==> src/hw/rtl/bpc_pkg.sv <==
`timescale 1ns / 1ps
package bpc_pkg;

  // Pipeline depth and field widths
  localparam int NSTG = 7;
  localparam int CW   = 16;  // calibration word
  localparam int DW   = 24;  // raw conversion
  localparam int TW   = 19;  // temperature result
  localparam int PW   = 28;  // pressure result
  localparam int OW   = 42;  // offset and sensitivity terms
  localparam int IW   = 3;   // register index

  // Band limits in hundredths of a degree
  localparam logic signed [19:0] T_REF = 20'sd2000;
  localparam logic signed [19:0] T_LOW = -20'sd1500;

  // Calibration register indexes
  typedef enum logic [IW-1:0] {
    REG_SENS_T1   = 3'd0,
    REG_OFF_T1    = 3'd1,
    REG_TCS       = 3'd2,
    REG_TCO       = 3'd3,
    REG_TREF      = 3'd4,
    REG_TEMPSENS  = 3'd5
  } reg_idx_t;

  typedef struct packed {
    logic [CW-1:0] sens_t1;
    logic [CW-1:0] off_t1;
    logic [CW-1:0] tcs;
    logic [CW-1:0] tco;
    logic [CW-1:0] tref;
    logic [CW-1:0] tempsens;
  } coef_t;

  // Per-stage load strobes and valid bits
  typedef struct packed {
    logic [NSTG-1:0] ld;
    logic [NSTG-1:0] vld;
  } pipe_ctl_t;

  // Handoff from the temperature half to the pressure half
  typedef struct packed {
    logic [DW-1:0]        d1;
    logic signed [OW-1:0] off_base;
    logic signed [OW-1:0] sens_base;
    logic signed [OW-1:0] tdsq;
    logic signed [OW-1:0] tlsq;
    logic                 lt_ref;
    logic                 lt_low;
    logic signed [TW-1:0] temp;
  } corr_t;

endpackage

==> src/hw/rtl/bpc_pipe_ctrl.sv <==
`timescale 1ns / 1ps
module bpc_pipe_ctrl (
  input  logic                 clk,
  input  logic                 rst_n,
  input  logic                 in_valid,
  output logic                 in_ready,
  input  logic                 out_ready,
  output bpc_pkg::pipe_ctl_t   ctl
);
  import bpc_pkg::*;

  logic [NSTG-1:0] vld_r;
  logic [NSTG-1:0] vld_nxt;
  logic [NSTG-1:0] rdy;
  logic [NSTG-1:0] ld;

  // A stage can take new data when empty or when its content moves on
  always_comb begin
    rdy[NSTG-1] = !vld_r[NSTG-1] || out_ready;
    for (int s = NSTG - 2; s >= 0; s--) begin
      rdy[s] = !vld_r[s] || rdy[s+1];
    end
  end

  // Load strobes and next valid bits
  always_comb begin
    ld[0]      = rdy[0] && in_valid;
    vld_nxt[0] = rdy[0] ? in_valid : vld_r[0];
    for (int s = 1; s < NSTG; s++) begin
      ld[s]      = rdy[s] && vld_r[s-1];
      vld_nxt[s] = rdy[s] ? vld_r[s-1] : vld_r[s];
    end
  end

  always_ff @(posedge clk) begin
    if (!rst_n) begin
      vld_r <= '0;
    end else begin
      vld_r <= vld_nxt;
    end
  end

  assign in_ready = rdy[0];
  assign ctl.ld   = ld;
  assign ctl.vld  = vld_r;

endmodule

==> config.mk <==
export PLATFORM = sky130hd
export DESIGN_NAME = bpc_pipe_ctrl
export DESIGN_NICKNAME = d
export VERILOG_FILES = /design/src/hw/rtl/bpc_pkg.sv /design/src/hw/rtl/bpc_pipe_ctrl.sv
export SDC_FILE = /design/constraint.sdc
export NUM_CORES = 1
export LEC_CHECK = 0
export BUFFER_PORTS_ARGS = -buffer_cell sky130_fd_sc_hd__buf_2
export CAP_MARGIN = 40
export CORE_AREA = 2 2 39 41
export CTS_BUF_LIST = sky130_fd_sc_hd__clkbuf_16
export DETAILED_ROUTE_END_ITERATION = 8
export DIE_AREA = 0 0 41 43
export GPL_TIMING_DRIVEN = 0
export PLACE_DENSITY = 0.45
export SLEW_MARGIN = 20
export SYNTH_ARGS = -nofsm -noshare
export SYNTH_HDL_FRONTEND = slang
export SYNTH_SLANG_ARGS = --single-unit
==> constraint.sdc <==
create_clock -name clk -period 2.4 [get_ports clk]
set_input_delay 0.36 -clock clk [delete_from_list [all_inputs] [get_ports clk]]
set_output_delay 0.36 -clock clk [all_outputs]
set_load 0.005 [all_outputs]
==> metrics.md <==
| Metric | Value |
|---|---|
| Worst setup path startpoint | `vld_r[5]$_SDFFE_PN0P_` |
| Clk_skew | `2.127 ps` |
| Fin area | `505.5 um2` |
| Post-CTS Setup Bufs | `0` |
| Gr usage total | `10.55%` |
| Final non-filler cell total | `71` |
| H-tree depth | `1` |
| Root Driver | `clkbuf_16` |
| Clock Path Buffers | `2` |
| Area Overhead vs Synth | `59.68%` |
| Count leader, synth | `dfxtp_1` |
| Clock Latency Late Sink | `230 ps` |
| Clock Sinks | `7` |
| GPL Wtd Cong | `0.5671` |
| Post-synthesis xor/xnor area fraction | `0%` |
| Fin crit share | `around 72%` |
| CTS Buf Count | `3` |
| Vias per std cell | `4.563` |
| Min Hold Slack | `416.9 ps` |
| Fillers | `152` |
| Pin count of the biggest net entering global routing | `9` |
| Drt total wl | `742 um` |
| Die area | `0.001763 mm2` |
| Final min period | `1722 ps` |
| Vias in the first global route | `272` |
| Adder-cell share of the synthesized area | `0%` |
| Initial DRC Count | `2` |
| Placeable Area | `0.001384 mm2` |
| Dpl cells | `67` |
| Buffers on Ports | `18` |
| Largest family of logic cells by synthesized area | `simple AND/OR/NAND/NOR gates` |
| Setup TNS | `0 ps` |
| Setup crit end | `ctl[7]` |
| Regs by FF count | `vld_r (7)` |
| Power Density | `~830 mW/mm2` |
| R2R cell count | `3` |
| Synth Area in Simple Gates | `between 30% and 40%` |
| Crit Path Class | `reg -> out` |
| Total leakage power | `0.2446 nW` |
| Count of final hold-check violations | `0` |
| Initial core utilization | `a little under a quarter` |
| Dpl cell area | `around 430 um2` |
| CP top delay family | `simple AND/OR/NAND/NOR gates` |
| Largest stage delay, worst path | `400 ps` |
| Initial antenna violation count | `0` |
| Mean Syn Cell Area | `9.593 um2` |
| Layout cells sized above 1 | `between 40% and 50%` |
| Buf/Inv on CP | `1` |
| Dpl ws | `771.3 ps` |
| Clock transition at path regs | `about 40 ps` |
| GRT overflow | `0` |
| Reg2reg start | `vld_r[5]$_SDFFE_PN0P_` |
| Crit-path cells | `and4b_4 > and3_4 > a31oi_1 > buf_2` |
| Top post-synthesis cells by area | `dfxtp_1, nor2b_1, o21a_1` |
| DP HPWL | `525.6 um` |
| Number of synthesized register bits | `7` |
| Synthesized cell area | `316.6 um2` |
| Syn Nets | `37` |
| Critical path launch point type | `flip-flop` |
| Max Clock Freq | `between 500 and 600 MHz` |
| Post-synth EDFFs | `0` |
| Post_cts resized | `0` |
| Register area share after synthesis | `44.27%` |
| Worst min path class | `in -> reg` |
| RSZ-0062 raised after global routing | `false` |
| Post-synth top area cell | `dfxtp_1` |
| Critical path depth | `4` |
| N_diodes | `0` |
| Biggest register | `vld_r` |
| Max_cap viols | `0` |
| TritonCTS clock tree | `yes` |
| Crit. End Element | `output pin` |
| CP Data Required Time | `approximately 2000 ps` |
| Ys flop type | `dfxtp_1` |
| Post-route setup slack | `677.6 ps` |
| Via count | `between 300 and 400` |
| Final setup viols | `0` |
| Post-layout nets | `60` |
| Post-DR wirelength/cell | `10.45 um` |
| Actual slew at the worst max-slew pin | `240.6 ps` |
| Syn Inst Count | `33` |
| # IOs | `19` |
| R2R Path End | `vld_r[2]$_SDFFE_PN0P_` |
| Synth warnings | `0` |
| Most frequent cells after synthesis | `dfxtp_1, nor2b_1, o21a_1` |
| Row cnt | `14` |
| DRC | `0` |
| Status | `finished clean` |
| Ys async rst share | `0%` |
| Final Max Slew Viols | `0` |
| Register-to-register setup slack | `around 1300 ps` |
| First-pass GRT wire length | `1152 um` |
| Max reg flops | `7` |
| VDD IR max | `325.6 uV` |
| Slew Limit Headroom | `83.94%` |
| Fraction of synthesized area in multiplexers | `0%` |
| CP Data Arrival Time | `around 1400 ps` |
| First-pass DRT Iterations | `4` |
| CP Max Fanout | `6` |
| Die Span X | `41 um` |
| DIE HEIGHT | `43 um` |
| Detail Route Antenna Nets | `0` |
| Post-synthesis compound-gate area fraction | `between 20 and 25%` |
| Hold buffers post-CTS | `0` |
| Synth cell types | `18` |
| Slowest CP cell | `dfxtp_1` |
| Share of the synthesized area in the top cell type | `between 40% and 50%` |
-- where the power goes --
part | leakage, nW | internal (W) | switching, W
logic | 0.145 | 0.00000999 | 0.00000696
clock network | 0.0423 | 0.000217 | 0.0000634
registers | 0.0570 | 0.000120 | 0.00000409
-- routing by layer --
layer	vias up	share of wire, %	GRT usage (%)
met2	17	38	12.19
met3	4	8.1	4.712
met5	-	0	0
met1	138	49	12.58
met4	0	4.3	12.00
li1	165	-	-
-- worst min path at each step --
| stage | startpoint | end | slack, ps | depth (start not counted) |
|---|---|---|---|---|
| after floorplan | rst_n | vld_r[2]$_SDFFE_PN0P_ | 480 | 1 |
| after global placement | vld_r[4]$_SDFFE_PN0P_ | vld_r[5]$_SDFFE_PN0P_ | 540 | 1 |
| after detailed placement | vld_r[4]$_SDFFE_PN0P_ | vld_r[5]$_SDFFE_PN0P_ | 530 | 1 |
| after CTS | rst_n | vld_r[5]$_SDFFE_PN0P_ | 430 | 2 |
| after global routing | rst_n | vld_r[5]$_SDFFE_PN0P_ | 440 | 2 |
| final | rst_n | vld_r[5]$_SDFFE_PN0P_ | 420 | 2 |
-- area by class of cell --
class	instances	area, um2	area share, %
Sequential cell	7	140.1	27.72
Inverter	1	3.754	0.7426
Clock inverter	1	3.754	0.7426
Tap cell	16	20.02	3.960
Multi-Input combinational cell	25	172.7	34.16
Timing Repair Buffer	18	90.09	17.82
Clock buffer	3	75.07	14.85
-- logic make-up after synthesis --
| family | after synthesis |
|---|---|
| AND/OR/NAND/NOR | 15 |
| flip-flops | 7 |
| AO/OA/AOI/OAI | 10 |
| buffers and inverters | 1 |
-- stage by stage --
step                 power, W  util [%]
floorplan           0.0001320         -
global placement    0.0001430     30.83
detailed placement  0.0001431     30.83
CTS                 0.0004295     36.53
global route        0.0004341     36.53
finish              0.0004209     36.53
-- cell usage in the layout, fill, tap and decap left out --
cell / count
dfxtp_1: 7
nand4b_1: 1
clkbuf_16: 3
nand3_1: 1
o21ai_0: 1
a21boi_0: 1
buf_2: 18
nor2b_1: 6
and3_4: 1
o21a_1: 4
a21oi_1: 1
and4b_4: 1
nor2_1: 1
a41oi_1: 1
inv_1: 2
nand2_1: 1
and2_1: 2
a31oi_1: 1
nand4_1: 1
a21boi_1: 1
(Power assumes the default switching activity.)
