<file path="src/hw/rtl/bpc_pkg.sv">
`timescale 1ns / 1ps
package bpc_pkg;

  // Pipeline depth and field widths
  localparam int NSTG = 7;
  localparam int CW   = 16;  // calibration word
  localparam int DW   = 24;  // raw conversion
  localparam int TW   = 19;  // temperature result
  localparam int PW   = 28;  // pressure result
  localparam int OW   = 42;  // offset and sensitivity terms
  localparam int IW   = 3;   // register index

  // Band limits in hundredths of a degree
  localparam logic signed [19:0] T_REF = 20'sd2000;
  localparam logic signed [19:0] T_LOW = -20'sd1500;

  // Calibration register indexes
  typedef enum logic [IW-1:0] {
    REG_SENS_T1   = 3'd0,
    REG_OFF_T1    = 3'd1,
    REG_TCS       = 3'd2,
    REG_TCO       = 3'd3,
    REG_TREF      = 3'd4,
    REG_TEMPSENS  = 3'd5
  } reg_idx_t;

  typedef struct packed {
    logic [CW-1:0] sens_t1;
    logic [CW-1:0] off_t1;
    logic [CW-1:0] tcs;
    logic [CW-1:0] tco;
    logic [CW-1:0] tref;
    logic [CW-1:0] tempsens;
  } coef_t;

  // Per-stage load strobes and valid bits
  typedef struct packed {
    logic [NSTG-1:0] ld;
    logic [NSTG-1:0] vld;
  } pipe_ctl_t;

  // Handoff from the temperature half to the pressure half
  typedef struct packed {
    logic [DW-1:0]        d1;
    logic signed [OW-1:0] off_base;
    logic signed [OW-1:0] sens_base;
    logic signed [OW-1:0] tdsq;
    logic signed [OW-1:0] tlsq;
    logic                 lt_ref;
    logic                 lt_low;
    logic signed [TW-1:0] temp;
  } corr_t;

endpackage

</file>
<file path="src/hw/rtl/bpc_cfg_regs.sv">
`timescale 1ns / 1ps
module bpc_cfg_regs (
  input  logic                  clk,
  input  logic                  rst_n,
  input  logic                  cfg_valid,
  output logic                  cfg_ready,
  input  logic [bpc_pkg::IW-1:0] cfg_index,
  input  logic [bpc_pkg::CW-1:0] cfg_data,
  output bpc_pkg::coef_t        coef
);
  import bpc_pkg::*;

  coef_t coef_r;

  // Always take a write; unknown indexes are dropped
  assign cfg_ready = 1'b1;
  assign coef      = coef_r;

  always_ff @(posedge clk) begin
    if (!rst_n) begin
      coef_r <= '0;
    end else if (cfg_valid) begin
      unique case (reg_idx_t'(cfg_index))
        REG_SENS_T1:  coef_r.sens_t1  <= cfg_data;
        REG_OFF_T1:   coef_r.off_t1   <= cfg_data;
        REG_TCS:      coef_r.tcs      <= cfg_data;
        REG_TCO:      coef_r.tco      <= cfg_data;
        REG_TREF:     coef_r.tref     <= cfg_data;
        REG_TEMPSENS: coef_r.tempsens <= cfg_data;
        default:      coef_r          <= coef_r;
      endcase
    end
  end

endmodule

</file>
<file path="config.mk">
export PLATFORM = sky130hd
export DESIGN_NAME = bpc_cfg_regs
export DESIGN_NICKNAME = d
export VERILOG_FILES = /design/src/hw/rtl/bpc_pkg.sv /design/src/hw/rtl/bpc_cfg_regs.sv
export SDC_FILE = /design/constraint.sdc
export NUM_CORES = 1
export LEC_CHECK = 0
export BUFFER_PORTS_ARGS = -buffer_cell sky130_fd_sc_hd__buf_2
export CAP_MARGIN = 20
export CELL_PAD_IN_SITES_DETAIL_PLACEMENT = 0
export CELL_PAD_IN_SITES_GLOBAL_PLACEMENT = 1
export CORE_ASPECT_RATIO = 1.5
export CORE_UTILIZATION = 35
export CTS_BUF_LIST = sky130_fd_sc_hd__clkbuf_8
export DETAILED_ROUTE_END_ITERATION = 8
export GPL_TIMING_DRIVEN = 0
export HOLD_SLACK_MARGIN = 0.12
export PLACE_DENSITY_LB_ADDON = 0.1
export SLEW_MARGIN = 0
export SYNTH_ARGS = -nofsm -noshare
export SYNTH_HDL_FRONTEND = slang
export SYNTH_SLANG_ARGS = --single-unit
</file>
<file path="constraint.sdc">
create_clock -name clk -period 1.6 [get_ports clk]
set_input_delay 0.4 -clock clk [delete_from_list [all_inputs] [get_ports clk]]
set_output_delay 0.4 -clock clk [all_outputs]
set_load 0.01 [all_outputs]
</file>
==> results.tsv <==
stage	metric	value	unit
clock_network	number of H-tree levels	3	
floorplan	DIE AREA	10430	sq um
place	RePlAce Congestion	0.7169	
power_and_ir_drop	power per standard cell area	958.2	nW/um^2
worst_hold_path	hold depth	3	
clock_network	CTS Hold Buffers Added	0	
power_and_ir_drop	Clk network pwr share	33.6	%
timing	Setup TNS	0	ns
timing	smallest hold slack	0.4330	ns
layout	antenna fix cells	0	
place	count of port buffers added during placement	116	
power_and_ir_drop	Leak	0.002449	uW
layout	commonest cells after routing, fill and taps aside	sky130_fd_sc_hd__buf_2 (125), sky130_fd_sc_hd__nand2_1 (112), sky130_fd_sc_hd__mux2i_1 (96), sky130_fd_sc_hd__dfxtp_1 (96), sky130_fd_sc_hd__clkbuf_1 (11)	
clock_network	TritonCTS clock tree	done	
setup_path	Req. time, crit path	1.84	ns
timing	endpoints failing hold	0	
floorplan	Die Wd	83.72	um
detailed_routing	Via-to-Cell Ratio	4.621	
timing	worst slew slack as a fraction of its limit	61.77	%
floorplan	Core ar.	9689	sq um
setup_path	launching point of the worst reg2reg path	coef[40]	
power_and_ir_drop	Worst IR Drop VDD	0.4425	mV
global_routing	wire length of the first global-routing pass	14440	um
detailed_routing	wire length after detailed routing	9254	um
clock_network	post-CTS setup repair buffer count	0	
global_routing	GRT Overall Usage	18.29	%
layout	fin util	45.42	%
yosys	number of nets produced by synthesis	358	
timing	transition time at the pin with the least slew margin	0.5735	ns
setup_path	Worst Setup End Kind	register	
worst_hold_path	worst hold path class	input pin to register	
setup_path	capturing point of the worst reg2reg path	coef[40]	
yosys	register area share after synthesis	54.82	%
global_routing	Overflow after GRT	0	
layout	layout cell share with drive strength beyond 1	31.20	%
global_routing	number of global-route vias before repair	2621	
detailed_routing	average wire length per cell after detail routing	15.87	um
timing	final number of max-transition violations	0	
global_routing	largest net degree at the start of global routing	17	
floorplan	starting density of the core	36.18	%
timing	minimum clock period after layout	1.271	ns
power_and_ir_drop	Psw	1090	uW
clock_network	Clock Sinks	96	
setup_path	worst reg2reg path depth	2	
setup_path	CP max FO	10	
worst_hold_path	Min-Delay Startpoint	cfg_data[6]	
layout	most common cell after layout, fill and taps aside	sky130_fd_sc_hd__buf_2	
timing	setup slack after layout	0.3292	ns
clock_network	number of gates resized after cts	0	
clock_network	Bufs on Longest Clock Path	2	
yosys	mean area per synthesized cell	10.43	sq um
floorplan	FP Rows	44	
yosys	synthesized instance count	336	
timing	maximum frequency from static timing analysis	0.7869	GHz
setup_path	Setup crit start kind	input pin	
clock_network	cell at the root of the clock tree	sky130_fd_sc_hd__clkbuf_8	
detailed_routing	final routed DRC violation total	0	
power_and_ir_drop	portion of total power attributed to combinational logic	7.9	%
job	max-capacitance violation count	0	
layout	max FFs per register	96	
place	worst slack after detailed placement	-0.04907	ns
yosys	count of cell types in the netlist	14	
worst_hold_path	Worst Hold Endpoint	coef[86]	
setup_path	data arrival time of the critical path	1.51	ns
yosys	Synth area leader	sky130_fd_sc_hd__dfxtp_1	
place	number of cells in the design after placement	567	
setup_path	Register-to-Register Setup Slack	0.96	ns
detailed_routing	Iteration-0 DRC Markers	59	
global_routing	initial antenna violation count	0	
detailed_routing	uppermost metal layer occupied by signal nets	met4	
run_status	status	complete, no violations	
clock_network	clock latency of the later-clocked register in the worst-skew pair	0.36	ns
clock_network	clock buffers created by TritonCTS	9	
timing	Worst Clk Skew	0	ns
yosys	area share of the leading cell type in the synthesized netlist	54.82	%
yosys	synthesized cell area	3506	sq um
power_and_ir_drop	sequential cell fraction of total power	58.5	%
yosys	largest cells by area after synthesis	sky130_fd_sc_hd__dfxtp_1 (55%), sky130_fd_sc_hd__mux2i_1 (27%), sky130_fd_sc_hd__nand2_1 (12%)	
setup_path	Worst Path Class, Setup	input pin to register	
detailed_routing	via count of the routed design	2694	
timing	post-route clock period utilization	79.42	%
power_and_ir_drop	switching part of the total	25.85	%
floorplan	die extent in y	124.6	um
timing	number of endpoints failing setup at the final stage	0	
layout	post-synthesis to final-layout area growth	25.52	%
detailed_routing	length of routed met3 wiring	480	um
yosys	Synth Warn #	0	
floorplan	ports placed on the boundary	119	
yosys	number of synthesized register bits	96	
layout	fin cells	583	
timing	RSZ-0062 raised after global routing	false	
place	DP Wirelength	6830	um
detailed_routing	antenna violation net count after detailed routing	0	
layout	Final Net Count	485	
power_and_ir_drop	internal power component	3127	uW
detailed_routing	routed length on met1	3972	um
clock_network	clock edge transition at the registers on the reported setup and hold paths	0.09	ns
detailed_routing	Pre-Repair DR Iteration Count	4	
detailed_routing	total length of routed met2 wires	4695	um
==> logic make-up (layout without fill, tap and decap cells) <==
family | after synthesis | in the layout | synth area share, %
flops | 96 | 96 | 54.82
buf+inv | 25 | 157 | 3.890
other cells | 1 | 1 | 0.1070
simple gates | 118 | 118 | 13.78
mux | 96 | 96 | 27.41
==> power by group through the flow <==
stage	Clock, uW	Sequential [uW]	Combinational [uW]
final	1420	2470	333
after global routing	1550	2470	366
after CTS	1470	2470	341
after detailed placement	0	2520	341
after global placement	0	2520	338
after floorplan	0	2550	165
==> layer usage <==
layer | vias to the layer above | GRT usage, %
li1 | 1357 | -
met1 | 1249 | 22.15
met2 | 79 | 30.80
met3 | 9 | 4.440
met4 | 0 | 7.478
met5 | - | 0
==> synth_stat cells <==
cell	number
sky130_fd_sc_hd__buf_6	1
sky130_fd_sc_hd__nand4bb_1	2
sky130_fd_sc_hd__conb_1	1
sky130_fd_sc_hd__buf_1	1
sky130_fd_sc_hd__buf_12	1
sky130_fd_sc_hd__nand2_1	112
sky130_fd_sc_hd__and4bb_2	1
sky130_fd_sc_hd__mux2i_1	96
sky130_fd_sc_hd__nand4b_1	2
sky130_fd_sc_hd__dfxtp_1	96
sky130_fd_sc_hd__buf_2	9
sky130_fd_sc_hd__clkbuf_1	11
sky130_fd_sc_hd__buf_4	2
sky130_fd_sc_hd__or4b_1	1
==> final cells by class <==
class                      instances  area (sq um)
clock inverter                     7         46.29
timing repair buffer             116         580.6
sequential                        96          1922
multi-input combinational        215          1448
fill                            1010          5289
clock buffer                       9         123.9
tap                              115         143.9
buffer                            25         136.4
==> critical path: stages <==
cell	delay, ns
sky130_fd_sc_hd__buf_2	0.13
sky130_fd_sc_hd__or4b_1	0.54
sky130_fd_sc_hd__buf_6	0.17
sky130_fd_sc_hd__buf_12	0.15
sky130_fd_sc_hd__mux2i_1	0.11
==> metrics by stage <==
| step | power [uW] | instance area [sq um] |
|---|---|---|
| 2_1_floorplan | 2711 | 3506 |
| 3_3_place_gp | 2859 | 4230 |
| 5_1_grt | 4396 | 4400 |
| 4_1_cts | 4278 | 4400 |
| 3_5_place_dp | 2864 | 4230 |
| 6_report | 4216 | 4400 |
==> how the worst max path moves through the flow <==
stage | slack (ns) | to | startpoint
5_1_grt | 0.22 | coef[32] | rst_n
2_1_floorplan | 0.15 | coef[89] | cfg_index[1]
4_1_cts | 0.29 | coef[40] | coef[40]
6_report | 0.33 | coef[93] | cfg_index[1]
3_3_place_gp | -0.04 | coef[81] | cfg_index[1]
3_5_place_dp | -0.05 | coef[53] | rst_n
(Power assumes the default switching activity.)
