`config.mk`:
```
export PLATFORM = sky130hd
export DESIGN_NAME = bpc_press_path
export DESIGN_NICKNAME = d
export VERILOG_FILES = /design/src/hw/rtl/bpc_pkg.sv /design/src/hw/rtl/bpc_press_path.sv
export SDC_FILE = /design/constraint.sdc
export NUM_CORES = 2
export LEC_CHECK = 0
export BUFFER_PORTS_ARGS = -buffer_cell sky130_fd_sc_hd__buf_2
export CAP_MARGIN = 15
export CORE_MARGIN = 4
export CORE_UTILIZATION = 40
export DETAILED_ROUTE_END_ITERATION = 6
export PLACE_DENSITY = 0.57
export SLEW_MARGIN = 30
export SYNTH_ARGS = -nofsm -noshare
export SYNTH_HDL_FRONTEND = slang
export SYNTH_SLANG_ARGS = --single-unit
```
`constraint.sdc`:
```
create_clock -name clk -period 11.8 [get_ports clk]
set_input_delay 3.54 -clock clk [delete_from_list [all_inputs] [get_ports clk]]
set_output_delay 3.54 -clock clk [all_outputs]
set_load 0.02 [all_outputs]
```
`src/hw/rtl/bpc_pkg.sv`:
```
`timescale 1ns / 1ps
package bpc_pkg;

  // Pipeline depth and field widths
  localparam int NSTG = 7;
  localparam int CW   = 16;  // calibration word
  localparam int DW   = 24;  // raw conversion
  localparam int TW   = 19;  // temperature result
  localparam int PW   = 28;  // pressure result
  localparam int OW   = 42;  // offset and sensitivity terms
  localparam int IW   = 3;   // register index

  // Band limits in hundredths of a degree
  localparam logic signed [19:0] T_REF = 20'sd2000;
  localparam logic signed [19:0] T_LOW = -20'sd1500;

  // Calibration register indexes
  typedef enum logic [IW-1:0] {
    REG_SENS_T1   = 3'd0,
    REG_OFF_T1    = 3'd1,
    REG_TCS       = 3'd2,
    REG_TCO       = 3'd3,
    REG_TREF      = 3'd4,
    REG_TEMPSENS  = 3'd5
  } reg_idx_t;

  typedef struct packed {
    logic [CW-1:0] sens_t1;
    logic [CW-1:0] off_t1;
    logic [CW-1:0] tcs;
    logic [CW-1:0] tco;
    logic [CW-1:0] tref;
    logic [CW-1:0] tempsens;
  } coef_t;

  // Per-stage load strobes and valid bits
  typedef struct packed {
    logic [NSTG-1:0] ld;
    logic [NSTG-1:0] vld;
  } pipe_ctl_t;

  // Handoff from the temperature half to the pressure half
  typedef struct packed {
    logic [DW-1:0]        d1;
    logic signed [OW-1:0] off_base;
    logic signed [OW-1:0] sens_base;
    logic signed [OW-1:0] tdsq;
    logic signed [OW-1:0] tlsq;
    logic                 lt_ref;
    logic                 lt_low;
    logic signed [TW-1:0] temp;
  } corr_t;

endpackage

```
`src/hw/rtl/bpc_press_path.sv`:
```
`timescale 1ns / 1ps
module bpc_press_path (
  input  logic                          clk,
  input  bpc_pkg::pipe_ctl_t            ctl,
  input  bpc_pkg::corr_t                corr,
  output logic signed [bpc_pkg::TW-1:0] temp,
  output logic signed [bpc_pkg::PW-1:0] press
);
  import bpc_pkg::*;

  // Stage 4: corrected offset and sensitivity
  logic [DW-1:0]        d1_s4_r;
  logic signed [TW-1:0] temp_s4_r;
  logic signed [OW-1:0] off_s4_r, off_nxt;
  logic signed [OW-1:0] sens_s4_r, sens_nxt;
  logic signed [47:0]   off2, sens2;
  logic signed [47:0]   tdsq_w, tlsq_w;

  // Stage 5: partial products of D1 and SENS
  logic signed [TW-1:0] temp_s5_r;
  logic signed [OW-1:0] off_s5_r;
  logic [44:0]          pp_lo_s5_r, pp_lo_nxt;
  logic signed [45:0]   pp_hi_s5_r, pp_hi_nxt;

  // Stage 6: output register
  logic signed [TW-1:0] temp_s6_r;
  logic signed [PW-1:0] press_s6_r, press_nxt;
  logic signed [65:0]   full;
  logic signed [65:0]   diff;

  // Subtract the second-order offset and sensitivity by band
  always_comb begin
    tdsq_w = 48'(corr.tdsq);
    tlsq_w = 48'(corr.tlsq);
    off2   = '0;
    sens2  = '0;
    if (corr.lt_ref) begin
      off2  = ((tdsq_w <<< 6) - (tdsq_w <<< 1) - tdsq_w) >>> 4;
      sens2 = ((tdsq_w <<< 5) - (tdsq_w <<< 1) - tdsq_w) >>> 4;
      if (corr.lt_low) begin
        off2  = off2 + (tlsq_w <<< 4) + tlsq_w;
        sens2 = sens2 + (tlsq_w <<< 3) + tlsq_w;
      end
    end
    off_nxt  = OW'(48'(corr.off_base) - off2);
    sens_nxt = OW'(48'(corr.sens_base) - sens2);
  end

  always_ff @(posedge clk) begin
    if (ctl.ld[4]) begin
      d1_s4_r   <= corr.d1;
      temp_s4_r <= corr.temp;
      off_s4_r  <= off_nxt;
      sens_s4_r <= sens_nxt;
    end
  end

  // Split SENS into an unsigned low half and a signed high half
  always_comb begin
    pp_lo_nxt = d1_s4_r * sens_s4_r[20:0];
    pp_hi_nxt = $signed({1'b0, d1_s4_r}) * $signed(sens_s4_r[OW-1:21]);
  end

  always_ff @(posedge clk) begin
    if (ctl.ld[5]) begin
      temp_s5_r  <= temp_s4_r;
      off_s5_r   <= off_s4_r;
      pp_lo_s5_r <= pp_lo_nxt;
      pp_hi_s5_r <= pp_hi_nxt;
    end
  end

  // Recombine, scale and subtract OFF
  always_comb begin
    full      = (66'(pp_hi_s5_r) <<< 21) + $signed({21'b0, pp_lo_s5_r});
    diff      = (full >>> 21) - 66'(off_s5_r);
    press_nxt = PW'(diff >>> 15);
  end

  always_ff @(posedge clk) begin
    if (ctl.ld[6]) begin
      temp_s6_r  <= temp_s5_r;
      press_s6_r <= press_nxt;
    end
  end

  assign temp  = temp_s6_r;
  assign press = press_s6_r;

endmodule
```
==> implementation parameters <==
Parameter                              Value

GRT
  Overall fraction of global-route tracks in use    0.218
  Number of antenna violations at the first check in global routing    14
  Largest net degree at the start of global routing    74
  Number of global-route vias before repair    48900
  Total congestion overflow    0
  Wire length of the first global-routing pass    272 mm

Floorplan
  Die height    397 µm
  Area of the core    150000 µm²
  Die Wd    397 µm
  # IOs    275
  Area of the die    158000 µm²
  Floorplan row count    142
  Initial core utilization    0.404

Clock tree
  Clock tree root buffer cell    sky130_fd_sc_hd__clkbuf_16
  CTS H-tree depth    2
  Hold buffer count at cts    0
  Clock edge transition at the registers on the reported setup and hold paths    0.06 ns
  Maximum clock path buffer count    3
  CTS tree    yes
  Skew-Pair Late Insertion Delay    0.61 ns
  Count of clock tree sinks    302
  CTS Buf Count    37

Placement
  Gpl congestion    0.912
  HPWL reported at the end of detailed placement    139 mm
  Quantity of I/O buffers inserted on ports    263

Synthesis
  Predominant post-synthesis flop cell    sky130_fd_sc_hd__edfxtp_1
  Proportion of netlist area held by the largest area contributor    0.325
  Cell taking the most area after synthesis    sky130_fd_sc_hd__fa_1
  Synthesized netlist cell count    6510
  Synth Register Bits    302
  Post-synth ARST share    0
  Post-Synthesis Net Count    8357
  EDFF count, synth    302
  Mean cell area of the mapped netlist    9.31 µm²
  Largest cells by area after synthesis    sky130_fd_sc_hd__fa_1, sky130_fd_sc_hd__edfxtp_1, sky130_fd_sc_hd__ha_1
  Part of the Yosys area used for sequential elements    0.150
  Count of yosys warnings during synthesis    0
  Number of unique standard cell types used by synthesis    87
  Summed instance area of the synthesized netlist    60600 µm²

Layout
  Share of cells above drive strength 1    0.0900
  Total number of nets in the final design    8639
  Layout overhead on the synthesized area    9.88%
  Leading cell types in the layout, fill and taps excluded    sky130_fd_sc_hd__inv_1, sky130_fd_sc_hd__fa_1, sky130_fd_sc_hd__nand2_1, sky130_fd_sc_hd__ha_1, sky130_fd_sc_hd__a21oi_1
  Commonest non-fill, non-tap cell in the layout    sky130_fd_sc_hd__inv_1

Route
  Number of DRC markers in iteration 0    2556
  Via density    5.22
  DRC    0
  Via count of the routed design    46100
  Routed length per placed instance    19.2 µm
  Detailed-routing iteration count for the pre-antenna-repair pass    7
  Antenna-violating nets left    0
  Final wirelength    170 mm

Timing
  Transition at the pin with the smallest max-transition slack    1.01 ns
  Max-slew headroom at the worst pin    0.328
  Highest achievable clock rate    88.6 MHz
  Setup repair after global routing missed its margin    false
  Total count of hold-check failures in the final report    0
  Minimum period implied by the final worst setup slack    11.29 ns
  Final Cycle Share    0.957
  Tightest hold margin    0.400 ns
  Final clock skew    0.0252 ns
  Setup-failing EPs final    0
  Max Transition Viols Final    0

Critical path
  Most frequent CP cell    sky130_fd_sc_hd__a21oi_1
  WS Path Type    primary input to flip-flop
  Worst path max stage delay    0.49 ns
  Arrival time of the worst setup path    11.63 ns
  Cell type of the slowest stage on the worst timing path    sky130_fd_sc_hd__fa_1
  Required time reported for the critical path endpoint    12.14 ns
  Worst-path maximum fanout    5
  Kind of capture point of the worst setup path    flip-flop
  Critical Path Source Type    primary input

Min path
  Min-delay worst type    flip-flop to flip-flop

Run
  Max-Cap Viols    0

Run status
  Outcome    finished clean
[final timing paths]
kind                              startpoint        endpoint  slack (ns)  cells past startpoint
worst min register to register  off_s4_r[19]    off_s5_r[19]        0.40                      0
worst min-delay path            off_s4_r[19]    off_s5_r[19]        0.40                      0
worst max register to register    d1_s4_r[6]  pp_hi_s5_r[42]        3.03                     24
worst max-delay path                corr[68]    off_s4_r[40]        0.51                     39
[repair_timing]
item / 4_1_cts / 5_1_grt
endpoints found under the setup margin: 0 / 12
gates resized for setup: 0 / 9
setup buffers: 0 / 0
[cells in the mapped netlist, types with 14 or more instances]
library cell and count:
sky130_fd_sc_hd__a31oi_1 29, sky130_fd_sc_hd__a211oi_1 35, sky130_fd_sc_hd__xnor2_1 242, sky130_fd_sc_hd__mux2i_1 18, sky130_fd_sc_hd__o211ai_1 27, sky130_fd_sc_hd__a2111oi_0 14
sky130_fd_sc_hd__o21bai_1 45, sky130_fd_sc_hd__and2_1 309, sky130_fd_sc_hd__nor2b_1 47, sky130_fd_sc_hd__clkbuf_1 234, sky130_fd_sc_hd__inv_1 1061, sky130_fd_sc_hd__ha_1 636
sky130_fd_sc_hd__xor2_1 95, sky130_fd_sc_hd__fa_1 983, sky130_fd_sc_hd__o21a_1 48, sky130_fd_sc_hd__nand3_1 83, sky130_fd_sc_hd__nand4_1 41, sky130_fd_sc_hd__a21o_1 164
sky130_fd_sc_hd__a21oi_1 312, sky130_fd_sc_hd__mux2_2 30, sky130_fd_sc_hd__o21ai_0 181, sky130_fd_sc_hd__nand2b_1 80, sky130_fd_sc_hd__a21boi_0 18, sky130_fd_sc_hd__nor3_1 48
sky130_fd_sc_hd__edfxtp_1 302, sky130_fd_sc_hd__nor2_1 190, sky130_fd_sc_hd__nand2_1 939, sky130_fd_sc_hd__or3_1 15, sky130_fd_sc_hd__o31ai_1 14, sky130_fd_sc_hd__o21ai_1 30
sky130_fd_sc_hd__and3_1 39
[critical path: cells and delay by family]
kind,cells,cell delay [ns]
and+or+nand+nor,6,1.01
xor gates and xnor gates,2,0.35
buffers and inverters,5,0.61
AOI/OAI and AO/OA,21,4.28
adders and majority gates,5,1.84
[area by class of cell]
class / instances / area [µm²]
Fill cell: 14600 / 83500
Multi-Input combinational cell: 4909 / 46700
Sequential cell: 302 / 9070
Inverter: 1061 / 3980
Timing Repair Buffer: 481 / 3070
Tap cell: 2016 / 2520
Clock buffer: 41 / 941
Clock inverter: 26 / 289
Antenna cell: 5 / 12.5
[sequential cells by signal, indices dropped and copies added, names as in the netlist]
name	cells
pp_lo_s5_r	24
temp	19
press	28
off_s4_r	42
temp_s5_r	19
d1_s4_r	24
off_s5_r	42
sens_s4_r	42
temp_s4_r	19
pp_hi_s5_r	43
[layer usage]
layer	part of all wire	track usage	vias up
met1	0.44	0.291	23100
met3	0.051	0.0198	214
met5	0.00016	0	-
met4	0.031	0.0620	4
li1	-	-	21700
met2	0.48	0.379	1107
[per-stage QoR]
step                setup TNS [ns]  std cells  instance area [µm²]  utilization  setup WS (ns)
finish                           0       8841                66600        0.444          0.507
detailed placement          -0.913       8765                65200        0.435         -0.152
global route                     0       8837                66600        0.443         0.0131
floorplan                        0       6510                60600            -          0.841
global placement            -0.682       8751                65100        0.433         -0.169
CTS                              0       8832                66500        0.443          0.489
[kinds of logic after synthesis]
group	synth area share
AOI/OAI and AO/OA	0.113
xor gates and xnor gates	0.0487
adders and majority gates	0.456
buffers and inverters	0.0805
DFF	0.150
muxes	0.00855
and+or+nand+nor	0.144
Power is left out: the tool's default activity adds up to more than one toggle a clock period on the data nets, which glitch-free logic cannot reach.
